<file path="src/design/rgbblur_pkg.sv">
`timescale 1ns / 1ps
`default_nettype none
// ---------------------------------------------------------------------------
// rgbblur_pkg
// shared types, register codes and divide helpers for the rgb box blur
// ---------------------------------------------------------------------------
package rgbblur_pkg;

  localparam int CFG_W     = 11;
  localparam int CFG_IDX_W = 1;
  localparam int NUM_SLOTS = 4;
  localparam int CNT_W     = 3;

  localparam logic [CFG_IDX_W-1:0] REG_REGION_WIDTH  = 1'b0;
  localparam logic [CFG_IDX_W-1:0] REG_REGION_HEIGHT = 1'b1;

  localparam logic [CFG_W-1:0] RESET_WIDTH  = 11'd640;
  localparam logic [CFG_W-1:0] RESET_HEIGHT = 11'd480;

  // red in the lowest byte
  typedef struct packed {
    logic [7:0] blue;
    logic [7:0] green;
    logic [7:0] red;
  } rgb_t;

  // one line store entry: blurred rows r-2 and r-1 of a column
  typedef struct packed {
    rgb_t older;
    rgb_t newer;
  } line_t;

  typedef struct packed {
    logic eof;
    rgb_t rgb;
  } result_t;

  typedef struct packed {
    logic has_col0;
    logic row_end;
    logic row_ge1;
    logic row_eq1;
    logic last_row;
    logic last_col0;
  } flags_t;

  // exact floor(s / 3) for s up to 765
  function automatic logic [7:0] div3(input logic [9:0] s);
    logic [20:0] p;
    p = 21'(s) * 21'd683;
    return p[18:11];
  endfunction

  function automatic logic [7:0] avg2(input logic [7:0] a, input logic [7:0] b);
    logic [8:0] s;
    s = {1'b0, a} + {1'b0, b};
    return s[8:1];
  endfunction

  function automatic logic [7:0] avg3(input logic [7:0] a, input logic [7:0] b,
                                      input logic [7:0] c);
    logic [9:0] s;
    s = 10'(a) + 10'(b) + 10'(c);
    return div3(s);
  endfunction

  function automatic logic [7:0] third(input logic [7:0] v);
    return div3(10'(v));
  endfunction

  function automatic rgb_t hblur2(input rgb_t a, input rgb_t b);
    rgb_t r;
    r.red   = avg2(a.red, b.red);
    r.green = avg2(a.green, b.green);
    r.blue  = avg2(a.blue, b.blue);
    return r;
  endfunction

  function automatic rgb_t hblur3(input rgb_t a, input rgb_t b, input rgb_t c);
    rgb_t r;
    r.red   = avg3(a.red, b.red, c.red);
    r.green = avg3(a.green, b.green, c.green);
    r.blue  = avg3(a.blue, b.blue, c.blue);
    return r;
  endfunction

  function automatic rgb_t vert2(input rgb_t nw, input rgb_t b);
    rgb_t r;
    r.red   = third(nw.red) + third(b.red);
    r.green = third(nw.green) + third(b.green);
    r.blue  = third(nw.blue) + third(b.blue);
    return r;
  endfunction

  function automatic rgb_t vert3(input rgb_t o, input rgb_t nw, input rgb_t b);
    rgb_t r;
    r.red   = third(o.red) + third(nw.red) + third(b.red);
    r.green = third(o.green) + third(nw.green) + third(b.green);
    r.blue  = third(o.blue) + third(nw.blue) + third(b.blue);
    return r;
  endfunction

endpackage
`default_nettype wire

</file>
<file path="src/design/rgbblur_hblur.sv">
`timescale 1ns / 1ps
`default_nettype none
// ---------------------------------------------------------------------------
// rgbblur_hblur
// raster position, pixel window and horizontal blur stage
// ---------------------------------------------------------------------------
module rgbblur_hblur #(
  parameter int COLW = 10,
  parameter int ROWW = 10
) (
  input  logic                clk,
  input  logic                rst,
  input  logic                accept,
  input  rgbblur_pkg::rgb_t   pixel,
  input  logic [COLW-1:0]     last_col,
  input  logic [ROWW-1:0]     last_row_idx,
  input  logic                s1_adv,
  output logic [COLW-1:0]     rd_addr0,
  output logic [COLW-1:0]     rd_addr1,
  output logic                s1_valid,
  output rgbblur_pkg::flags_t s1_flags,
  output logic [COLW-1:0]     s1_col,
  output rgbblur_pkg::rgb_t   s1_blur0,
  output rgbblur_pkg::rgb_t   s1_blur1
);

  logic [COLW-1:0]     column_count;
  logic [ROWW-1:0]     row_count;
  rgbblur_pkg::rgb_t   win_old;
  rgbblur_pkg::rgb_t   win_new;
  rgbblur_pkg::flags_t flags_next;
  rgbblur_pkg::rgb_t   blur0_next;
  rgbblur_pkg::rgb_t   blur1_next;
  logic                row_end;
  logic                last_row;

  always_comb begin
    row_end              = column_count >= last_col;
    last_row             = row_count >= last_row_idx;
    flags_next.has_col0  = column_count != '0;
    flags_next.row_end   = row_end;
    flags_next.row_ge1   = row_count != '0;
    flags_next.row_eq1   = row_count == ROWW'(1);
    flags_next.last_row  = last_row;
    flags_next.last_col0 = (column_count - COLW'(1)) >= last_col;
    // column left of the pixel: two-tap mean at the row start
    blur0_next = (column_count == COLW'(1)) ? rgbblur_pkg::hblur2(win_new, pixel)
                                            : rgbblur_pkg::hblur3(win_old, win_new, pixel);
    // row end column: two-tap mean
    blur1_next = rgbblur_pkg::hblur2(win_new, pixel);
  end

  assign rd_addr0 = column_count - COLW'(1);
  assign rd_addr1 = column_count;

  always_ff @(posedge clk) begin
    if (rst) begin
      column_count <= '0;
      row_count    <= '0;
      s1_valid     <= 1'b0;
    end else begin
      if (accept) begin
        s1_valid <= 1'b1;
        if (row_end) begin
          column_count <= '0;
          row_count    <= last_row ? '0 : row_count + ROWW'(1);
        end else begin
          column_count <= column_count + COLW'(1);
        end
      end else if (s1_adv) begin
        s1_valid <= 1'b0;
      end
    end
  end

  always_ff @(posedge clk) begin
    if (accept) begin
      win_old  <= win_new;
      win_new  <= pixel;
      s1_flags <= flags_next;
      s1_col   <= column_count;
      s1_blur0 <= blur0_next;
      s1_blur1 <= blur1_next;
    end
  end

endmodule
`default_nettype wire

</file>
<file path="config.mk">
export PLATFORM = sky130hd
export DESIGN_NAME = rgbblur_hblur
export DESIGN_NICKNAME = d
export VERILOG_FILES = /design/src/design/rgbblur_pkg.sv /design/src/design/rgbblur_hblur.sv
export SDC_FILE = /design/constraint.sdc
export NUM_CORES = 1
export LEC_CHECK = 0
export BUFFER_PORTS_ARGS = -buffer_cell sky130_fd_sc_hd__buf_4
export CORE_ASPECT_RATIO = 1.2
export CORE_UTILIZATION = 40
export CTS_CLUSTER_DIAMETER = 60
export DETAILED_ROUTE_END_ITERATION = 8
export PLACE_DENSITY = 0.61
export SLEW_MARGIN = 10
export SYNTH_ARGS = -nofsm -noshare
export SYNTH_HDL_FRONTEND = slang
export SYNTH_SLANG_ARGS = --single-unit
</file>
<file path="constraint.sdc">
create_clock -name clk -period 7.49 [get_ports clk]
set_input_delay 1.498 -clock clk [delete_from_list [all_inputs] [get_ports clk]]
set_output_delay 1.498 -clock clk [all_outputs]
set_load 0.03 [all_outputs]
</file>
==> results.ini <==
[die]
coreArea_sq_um = 31400
die-area_sq_um = 32500
die_height_microns = 197
io-pin-count = 133
fp-row-count = 71
start_util_pct = 40.6
die_width_microns = 165

[clock_tree]
numCtsBuffers = 17
cts_tree = done
cts-htree-levels = 4
clock_insertion_delay_at_the_later_pin_of_the_skew_report_ps = 430
tritoncts_num_sinks = 133
post_cts_hold_buffer_count = 0
cts_max_path_buffers = 2
cts_root_buffer = clkbuf_16
worst_setup_hold_path_clk_slew_ps = 60

[worst_setup_path]
crit_path_class = input pin to flop
worstSetupStartpoint = pixel[18]
critical_path.startpoint_type = input pin
critical_path_peak_fanout = 2
worst_ep_required_time_ps = 7660
ff2ff_setup_slack_ps = 1020
worst_ep_arrival_time_ps = 7350
reg2reg_from = win_new[17]$_DFFE_PP_
r2r.worst_path.cells = 30
most_used_cell_along_the_critical_path = fa_1
worst_path_max_delay_cell = fa_1
timing.critical_path.to_type = flop
r2r_end = s1_blur0[23]$_DFFE_PP_
cpPeakStageDelay_ps = 520

[finish]
layout.cell_area.non_filler_sq_um = 15800
synthToLayoutAreaGrowth_pct = 24.1
fill_cells = 2863
finalNonFillerCells = 1870
drive_gt1_share_pct = 21.9
final-seq-area_sq_um = 3780
antenna_cells_inserted = 0
multi_input_comb_area_sq_um = 8200
nets = 1837

[timing]
finalHoldWorstSlack_ps = 479
achievable_frequency_mhz = 139
total_of_endpoints_with_negative_setup_slack_in_the_final_report = 0
setup_total_negative_slack_ps = 0
fin_worst_skew_ps = 14.3
timing.max_slew.rel_slack_pct = 48.0
fin_crit_sh_pct = 95.8
worstMarginPinSlew_ps = 780
min_period_ps = 7170
fin_max_slew_vios = 0
hold_viol = 0

[hold_path]
hold_path_class = flop to flop
hold_path_end = win_old[23]$_DFFE_PP_
min_from = win_new[23]$_DFFE_PP_
min_delay_path_depth = 0

[detailed_routing]
met2WireLength_microns = 14500
route.detailed.drc = 0
firstDrtPassIters = 4
highest_metal_layer_with_signal_wires = met4
drt_iter0_drc = 354
drt-wirelength-per-cell_microns = 15.5
detailroute.wirelength.met3_microns = 956
drt-vias-per-instance = 4.93
ant_nets = 0
drt_wl_total_microns = 29000
detail_route.wirelength.met1_microns = 12900
via_count = 9216

[global_routing]
gr-total-overflow = 0
first_global_vias = 9523
grt_pass1_wl_microns = 46900
number_of_antenna_violations_at_the_first_check_in_global_routing = 1
grt_util_all_layers_pct = 18.6
largest_net_degree_at_the_start_of_global_routing = 60

[yosys]
syn_area_sq_um = 12700
count_of_flip_flops_with_a_built_in_enable_after_synthesis = 112
async_reset_ff_share_pct = 0
syn_nets = 1582
ys_warn_count = 0
netlist_top_cells_count = 246 x ha_1, 219 x inv_1, 112 x edfxtp_1
synth_flop_cell = edfxtp_1
most_numerous_cell_in_the_yosys_netlist = ha_1
synth-seq-cells = 133
synth_area_per_cell_sq_um = 10.6
post-synth-top-area-cell = edfxtp_1
synth_top_cells_by_area = edfxtp_1 26%, ha_1 24%, fa_1 14%
synth_sequential_area_ratio_pct = 29.7
synth_cell_type_count = 59
syn_inst = 1201
synth_top_cell_area_share_pct = 26.4

[place]
numPlacedInstances = 1837
port_buffers = 132
dp.final_hpwl_microns = 24000
dpl_cell_area_sq_um = 15000
gp_congestion = 0.862

[outcome]
status = complete, no violations

[flow_run]
max_cap_violations = 0

-- per-stage QoR --
step / utilization (%) / setup WS, ps
final: 50.4 / 315
after global routing: 50.4 / -9.03
after CTS: 50.0 / 82.3
after detailed placement: 48.0 / -345
after global placement: 48.0 / -249
after floorplan: - / -108
-- cells by family after synthesis --
family	count (synthesis)	share of synthesized area (%)
compound gates	219	11.0
xor+xnor	98	6.75
fa+ha+maj	333	37.9
buf+inv	229	6.89
flops	133	29.7
mux	6	0.521
simple gates	183	7.24
-- per-layer routing --
metal  vias to the layer above  GRT usage (%)
met5                         -              0
met4                         0           6.46
met3                        41           3.21
met2                       153           32.5
met1                      4387           22.9
li1                       4635              -
-- flip-flops by register name (all words and copies together), names as in the netlist --
signal	count
row_count	10
win_old	24
s1_valid	1
s1_flags	6
rd_addr1	10
win_new	24
s1_blur1	24
s1_blur0	24
s1_col	10
-- layout by cell type (no fill, tap or decap), drive strengths merged, types with 19 or more instances in the layout --
cell	n
a21o	33
a21oi	72
buf	246
clkbuf	19
dfxtp	21
edfxtp	112
fa	87
ha	246
inv	223
nand2	39
nor2	54
o21ai	44
xnor2	71
xor2	27
-- how the worst max path moves through the flow --
stage / slack, ps / depth (start not counted) / endpoint
after detailed placement: -350 / 31 / s1_blur0[15]$_DFFE_PP_
after CTS: 80 / 30 / s1_blur0[23]$_DFFE_PP_
after floorplan: -110 / 30 / s1_blur0[15]$_DFFE_PP_
after global routing: -9 / 28 / s1_blur0[23]$_DFFE_PP_
after global placement: -250 / 30 / s1_blur0[23]$_DFFE_PP_
final: 320 / 26 / s1_blur0[23]$_DFFE_PP_
-- layout make-up --
cell class,count,area share [%]
multi-input combinational,839,51.9
sequential,133,24.0
timing repair buffer,246,11.7
inverter,219,5.22
tap,401,3.18
clock buffer,19,2.80
clock inverter,13,1.24
-- worst max-delay path, delay by kind of cell --
family	cells	cell delay, ps
compound gates	7	1300
xor+xnor	3	510
fa+ha+maj	7	2920
buf+inv	4	290
mux	1	270
simple gates	4	520
-- repair_timing --
item	CTS	global route
resized for setup	0	29
setup buffers	0	1
setup endpoints to repair	0	14
Power is left out: the tool's default activity adds up to more than one toggle a clock period on the data nets, which glitch-free logic cannot reach.
