File: src/design/rgbblur_pkg.sv
`timescale 1ns / 1ps
`default_nettype none
// ---------------------------------------------------------------------------
// rgbblur_pkg
// shared types, register codes and divide helpers for the rgb box blur
// ---------------------------------------------------------------------------
package rgbblur_pkg;

  localparam int CFG_W     = 11;
  localparam int CFG_IDX_W = 1;
  localparam int NUM_SLOTS = 4;
  localparam int CNT_W     = 3;

  localparam logic [CFG_IDX_W-1:0] REG_REGION_WIDTH  = 1'b0;
  localparam logic [CFG_IDX_W-1:0] REG_REGION_HEIGHT = 1'b1;

  localparam logic [CFG_W-1:0] RESET_WIDTH  = 11'd640;
  localparam logic [CFG_W-1:0] RESET_HEIGHT = 11'd480;

  // red in the lowest byte
  typedef struct packed {
    logic [7:0] blue;
    logic [7:0] green;
    logic [7:0] red;
  } rgb_t;

  // one line store entry: blurred rows r-2 and r-1 of a column
  typedef struct packed {
    rgb_t older;
    rgb_t newer;
  } line_t;

  typedef struct packed {
    logic eof;
    rgb_t rgb;
  } result_t;

  typedef struct packed {
    logic has_col0;
    logic row_end;
    logic row_ge1;
    logic row_eq1;
    logic last_row;
    logic last_col0;
  } flags_t;

  // exact floor(s / 3) for s up to 765
  function automatic logic [7:0] div3(input logic [9:0] s);
    logic [20:0] p;
    p = 21'(s) * 21'd683;
    return p[18:11];
  endfunction

  function automatic logic [7:0] avg2(input logic [7:0] a, input logic [7:0] b);
    logic [8:0] s;
    s = {1'b0, a} + {1'b0, b};
    return s[8:1];
  endfunction

  function automatic logic [7:0] avg3(input logic [7:0] a, input logic [7:0] b,
                                      input logic [7:0] c);
    logic [9:0] s;
    s = 10'(a) + 10'(b) + 10'(c);
    return div3(s);
  endfunction

  function automatic logic [7:0] third(input logic [7:0] v);
    return div3(10'(v));
  endfunction

  function automatic rgb_t hblur2(input rgb_t a, input rgb_t b);
    rgb_t r;
    r.red   = avg2(a.red, b.red);
    r.green = avg2(a.green, b.green);
    r.blue  = avg2(a.blue, b.blue);
    return r;
  endfunction

  function automatic rgb_t hblur3(input rgb_t a, input rgb_t b, input rgb_t c);
    rgb_t r;
    r.red   = avg3(a.red, b.red, c.red);
    r.green = avg3(a.green, b.green, c.green);
    r.blue  = avg3(a.blue, b.blue, c.blue);
    return r;
  endfunction

  function automatic rgb_t vert2(input rgb_t nw, input rgb_t b);
    rgb_t r;
    r.red   = third(nw.red) + third(b.red);
    r.green = third(nw.green) + third(b.green);
    r.blue  = third(nw.blue) + third(b.blue);
    return r;
  endfunction

  function automatic rgb_t vert3(input rgb_t o, input rgb_t nw, input rgb_t b);
    rgb_t r;
    r.red   = third(o.red) + third(nw.red) + third(b.red);
    r.green = third(o.green) + third(nw.green) + third(b.green);
    r.blue  = third(o.blue) + third(nw.blue) + third(b.blue);
    return r;
  endfunction

endpackage
`default_nettype wire

File: src/design/rgbblur_vsum.sv
`timescale 1ns / 1ps
`default_nettype none
// ---------------------------------------------------------------------------
// rgbblur_vsum
// vertical sum, line store write-back and result queue
// ---------------------------------------------------------------------------
module rgbblur_vsum #(
  parameter int COLW = 10
) (
  input  logic                  clk,
  input  logic                  rst,
  input  logic                  s1_valid,
  input  rgbblur_pkg::flags_t   s1_flags,
  input  logic [COLW-1:0]       s1_col,
  input  rgbblur_pkg::rgb_t     s1_blur0,
  input  rgbblur_pkg::rgb_t     s1_blur1,
  input  rgbblur_pkg::line_t    line0,
  input  rgbblur_pkg::line_t    line1,
  output logic                  s1_adv,
  output logic                  wr_en,
  output logic [COLW-1:0]       wr_addr,
  output rgbblur_pkg::line_t    wr_data,
  output logic                  m_valid,
  input  logic                  m_ready,
  output rgbblur_pkg::result_t  m_result,
  output logic                  m_last
);

  rgbblur_pkg::rgb_t     first0;
  rgbblur_pkg::rgb_t     second0;
  rgbblur_pkg::rgb_t     first1;
  rgbblur_pkg::rgb_t     second1;
  rgbblur_pkg::result_t  slots [rgbblur_pkg::NUM_SLOTS];
  rgbblur_pkg::result_t  queue [rgbblur_pkg::NUM_SLOTS];
  logic [rgbblur_pkg::CNT_W-1:0] ncol;
  logic [rgbblur_pkg::CNT_W-1:0] n_results;
  logic [rgbblur_pkg::CNT_W-1:0] q_count;
  logic                  out_fire;
  logic                  q_free;
  logic                  load;
  logic                  pend;
  logic [COLW-1:0]       pend_addr;
  rgbblur_pkg::line_t    pend_data;

  always_comb begin
    first0  = s1_flags.row_eq1 ? rgbblur_pkg::vert2(line0.newer, s1_blur0)
                               : rgbblur_pkg::vert3(line0.older, line0.newer, s1_blur0);
    second0 = rgbblur_pkg::vert2(line0.newer, s1_blur0);
    first1  = s1_flags.row_eq1 ? rgbblur_pkg::vert2(line1.newer, s1_blur1)
                               : rgbblur_pkg::vert3(line1.older, line1.newer, s1_blur1);
    second1 = rgbblur_pkg::vert2(line1.newer, s1_blur1);

    ncol = s1_flags.has_col0 ? (s1_flags.row_end ? 3'd2 : 3'd1) : 3'd0;
    if (!s1_flags.row_ge1) begin
      n_results = '0;
    end else if (s1_flags.last_row) begin
      n_results = {ncol[1:0], 1'b0};
    end else begin
      n_results = ncol;
    end

    // last row: each column gives row h-2 and then row h-1
    if (s1_flags.last_row) begin
      slots[0] = '{eof: 1'b0, rgb: first0};
      slots[1] = '{eof: s1_flags.last_col0, rgb: second0};
      slots[2] = '{eof: 1'b0, rgb: first1};
      slots[3] = '{eof: 1'b1, rgb: second1};
    end else begin
      slots[0] = '{eof: 1'b0, rgb: first0};
      slots[1] = '{eof: 1'b0, rgb: first1};
      slots[2] = '{eof: 1'b0, rgb: first1};
      slots[3] = '{eof: 1'b0, rgb: second1};
    end
  end

  assign m_valid  = q_count != '0;
  assign m_result = queue[0];
  assign m_last   = q_count == 3'd1;
  assign out_fire = m_valid && m_ready;
  assign q_free   = (q_count == '0) || ((q_count == 3'd1) && out_fire);
  assign s1_adv   = s1_valid && ((n_results == '0) || q_free);
  assign load     = s1_adv && (n_results != '0);

  // write port: the row end column goes in the cycle after its neighbor
  always_comb begin
    priority if (pend) begin
      wr_en   = 1'b1;
      wr_addr = pend_addr;
      wr_data = pend_data;
    end else begin
      wr_en   = s1_adv && s1_flags.has_col0;
      wr_addr = s1_col - COLW'(1);
      wr_data = '{older: line0.newer, newer: s1_blur0};
    end
  end

  always_ff @(posedge clk) begin
    if (rst) begin
      pend    <= 1'b0;
      q_count <= '0;
    end else begin
      pend <= s1_adv && s1_flags.has_col0 && s1_flags.row_end;
      if (load) begin
        q_count <= n_results;
      end else if (out_fire) begin
        q_count <= q_count - 3'd1;
      end
    end
  end

  always_ff @(posedge clk) begin
    if (s1_adv) begin
      pend_addr <= s1_col;
      pend_data <= '{older: line1.newer, newer: s1_blur1};
    end
    if (load) begin
      queue <= slots;
    end else if (out_fire) begin
      queue[0] <= queue[1];
      queue[1] <= queue[2];
      queue[2] <= queue[3];
    end
  end

endmodule
`default_nettype wire

File: config.mk
export PLATFORM = sky130hd
export DESIGN_NAME = rgbblur_vsum
export DESIGN_NICKNAME = d
export VERILOG_FILES = /design/src/design/rgbblur_pkg.sv /design/src/design/rgbblur_vsum.sv
export SDC_FILE = /design/constraint.sdc
export NUM_CORES = 1
export LEC_CHECK = 0
export BUFFER_PORTS_ARGS = -buffer_cell sky130_fd_sc_hd__buf_2
export CAP_MARGIN = 20
export CORE_MARGIN = 2
export CORE_UTILIZATION = 45
export CTS_CLUSTER_SIZE = 20
export DETAILED_ROUTE_END_ITERATION = 12
export GPL_ROUTABILITY_DRIVEN = 0
export PLACE_DENSITY = 0.63
export SLEW_MARGIN = 0
export SYNTH_ARGS = -nofsm -noshare
export SYNTH_HDL_FRONTEND = slang
export SYNTH_SLANG_ARGS = --single-unit
File: constraint.sdc
create_clock -name clk -period 9.75 [get_ports clk]
set_input_delay 1.4625 -clock clk [delete_from_list [all_inputs] [get_ports clk]]
set_output_delay 1.4625 -clock clk [all_outputs]
set_load 0.02 [all_outputs]
==> results.md <==
- Status: finished, final reports clean
- Synthesized area: about 0.032 mm²
- Critical path endpoint category: register
- Post-Route Setup TNS: 0 ns
- # setup viols final: 0
- Post-Syn Nets: 4538
- Worst Hold Depth: 2
- 1st-iter DRT viols: 855
- Core box area: 0.0712 mm²
- Synth Area in XOR/XNOR: 5.23%
- Worst-path fanout max: 4
- DRC: 0
- Critical Path, Cell by Cell: buf_2, ha_1, inv_1, fa_1, fa_1, inv_1, fa_1, ha_1, a211o_1, a2111oi_0, nor3_1, or2_1, xor2_1, inv_1, fa_1, inv_1, ha_1, a21o_1, a21o_1, a21o_1, a21oi_1, xnor2_1, a211o_1, a221o_1
- Setup bufs post-CTS: 0
- R2R Path Start: q_count[0]
- Leading area contributor after synthesis: ha_1
- Footprint of the multi-input gates: 0.0249 mm²
- Post-synth EDFFs: 158
- Adder-cell area share of the yosys netlist: 52.5%
- Cell family with most CP delay: adder cells
- DRT Wirelength: approximately 69000 µm
- CP startpoint kind: input pin
- PwrDens: 308 mW/mm²
- Die ar.: about 0.074 mm²
- WP data arrival: 7.71 ns
- Nets: 4752
- Yosys top cell area share: 32.4%
- Register area share after synthesis: 14.9%
- RSZ-0062 raised after global routing: false
- Worst R2R Setup Slack: approximately 6.8 ns
- # rows: slightly below 100
- Vias: roughly 23000
- Final hold vios: 0
- Vias/cell: 5.13
- Pre-CTS worst setup slack: 1.80 ns
- Post-layout util: 49.3%
- CTS root buffer: clkbuf_16
- Clk_lat worst skew: roughly 0.50 ns
- Initial antenna violation count: 4
- Num CTS Buffers: 17
- Buffer levels on the longest clock path: 2
- Worst path max stage delay: 0.55 ns
- CTS tree: done
- Port-buffer cells: 250
- CTS resizes: 0
- Total track usage: 19.5%
- Largest net degree at the start of global routing: 87
- Initial core utilization: 45.4%
- Flops & latches, synth: 162
- Fin Hold WS: 0.521 ns
- Antenna cells: 0
- Layout fillers: around 6700
- Hold_sp: queue[49]
- Pleak: 18.4 nW
- Syn_area_per_cell: just over 10 µm²
- Slew margin rel.: 29.5%
- Worst path bufs/invs: 5
- CP max stage cell: a2111oi_0
- Fmax: 0.134 GHz
- Commonest non-fill, non-tap cell in the layout: ha_1
- Area delta synth->final: 8.57%
- Yosys warning total: 0
- Clock tree sinks: 162
- Hold WC Path Type: reg -> reg
- First-pass GRT wire length: between 100000 and 150000 µm
- Slew Viols, Final: 0
- CP Class: in -> reg
- Final WS setup: 2.30 ns
- HPWL after DPL: 60300 µm
- Total grt overflow: 0
- Mux contribution to synthesized area: 2.78%
- Worst R2R End: queue[72]
- Worst-Margin Slew: 1.06 ns
- Die Span Y: 272 µm
- Synth Area in Simple Gates: 5.94%
- Synth top area cells: ha_1 (32%), fa_1 (20%), edfxtp_1 (15%)
- Commonest non-fill, non-tap cells in the layout: ha_1 (838), inv_1 (607), fa_1 (324)
- Layout cells sized above 1: between 10% and 20%
- Vias in the first global route: ~23000
- MaxCap Viol Count: 0
- Compound-Gate Fraction of Synth Area: a little over a tenth
- Top FF cell, synth: edfxtp_1
- Distinct cells, synth: 78
- Clock-pin slew on the worst setup and hold paths: 0.08 ns
- Fin crit share: 76.4%
- Clk_skew: roughly 0.012 ns
- Ys async rst share: 0%
- Largest family of logic cells by synthesized area: adder cells
- Hold EP: queue[74]
- DRT antenna net count: 0
- First drt pass iteration count: 6
- Hold-fix buffers at CTS: 0
- Register area: approximately 0.0048 mm²
- Data required time of the worst path: 10.01 ns
- Design Power: 0.0108 W
- Avg WL per Cell: 15.7 µm
- Worst R2R Path Depth: 8
- H-Tree Depth: 4
- Mapped Cells: 3212
- Fin crit period: 7.45 ns
- Worst VDD drop: 0.000222 V
- IO Pins: 251
- Die W: 272 µm
-- cell families after synthesis --
kind of cell	Yosys count
AOI/OAI and AO/OA	531
muxes	82
xor gates and xnor gates	193
DFF	162
buffers and inverters	669
and+or+nand+nor	413
adders and majority gates	1162
-- worst reg2reg max path, delay by kind of cell, from the launching register on --
kind | cells | cell delay, ns
AOI/OAI and AO/OA | 3 | 0.66
DFF | 1 | 0.37
adders and majority gates | 1 | 0.21
buffers and inverters | 2 | 0.79
and+or+nand+nor | 2 | 0.71
-- registers in the layout, indices dropped and copies added, names as in the netlist --
signal / flops
pend: 1
pend_addr: 10
m_result: 25
queue: 75
pend_data: 48
q_count: 3
-- layer usage --
| metal | vias up | global-route usage (%) | wire, µm |
|---|---|---|---|
| li1 | 11400 | - | - |
| met1 | 10800 | 23.7 | 29800 |
| met2 | 258 | 36.2 | 35700 |
| met3 | 70 | 2.20 | 1830 |
| met4 | 2 | 5.52 | 1610 |
| met5 | - | 0 | 11 |
-- cell type report --
class | count | share of cell area [%]
Clock inverter | 14 | 0.453
Sequential cell | 162 | 13.8
Clock buffer | 18 | 1.22
Multi-Input combinational cell | 2381 | 71.0
Tap cell | 950 | 3.39
Timing Repair Buffer | 255 | 3.67
Inverter | 609 | 6.51
-- power breakdown --
group          internal (W)  switching [W]  total (W)
clock network      0.000344       0.000355   0.000699
logic               0.00386        0.00504    0.00890
registers           0.00113      0.0000731    0.00121
total               0.00534        0.00547     0.0108
-- metrics by stage --
stage          area, µm²  cells
2_1_floorplan      32300   3212
3_3_place_gp       34500   4357
3_5_place_dp       34500   4357
4_1_cts            35100   4389
5_1_grt            35100   4389
6_report           35100   4389
-- worst max-delay path by stage --
stage / cells after the start / from / endpoint / slack (ns)
2_1_floorplan: 4 / s1_valid / q_count[2] / 2.16
3_3_place_gp: 24 / s1_blur1[10] / queue[40] / 1.86
3_5_place_dp: 24 / s1_blur1[10] / queue[40] / 1.80
4_1_cts: 24 / s1_blur1[10] / queue[40] / 2.33
5_1_grt: 26 / line1[28] / queue[57] / 1.87
6_report: 24 / s1_blur1[10] / queue[64] / 2.30
-- synth_stat cells (14+ instances only) --
cell	instances
o21bai_1	20
nor2_1	105
mux2i_1	19
clkbuf_1	29
a21oi_1	154
nand2_1	146
a21o_1	66
buf_4	25
nand3_1	20
edfxtp_1	158
xnor2_1	110
nand4_1	19
o21ai_0	133
a211oi_1	14
inv_1	608
nor3_1	31
ha_1	838
nand2b_1	28
xor2_1	83
fa_1	324
o21a_1	20
mux2_2	63
Note: power is estimated with default switching activity, not from simulation.
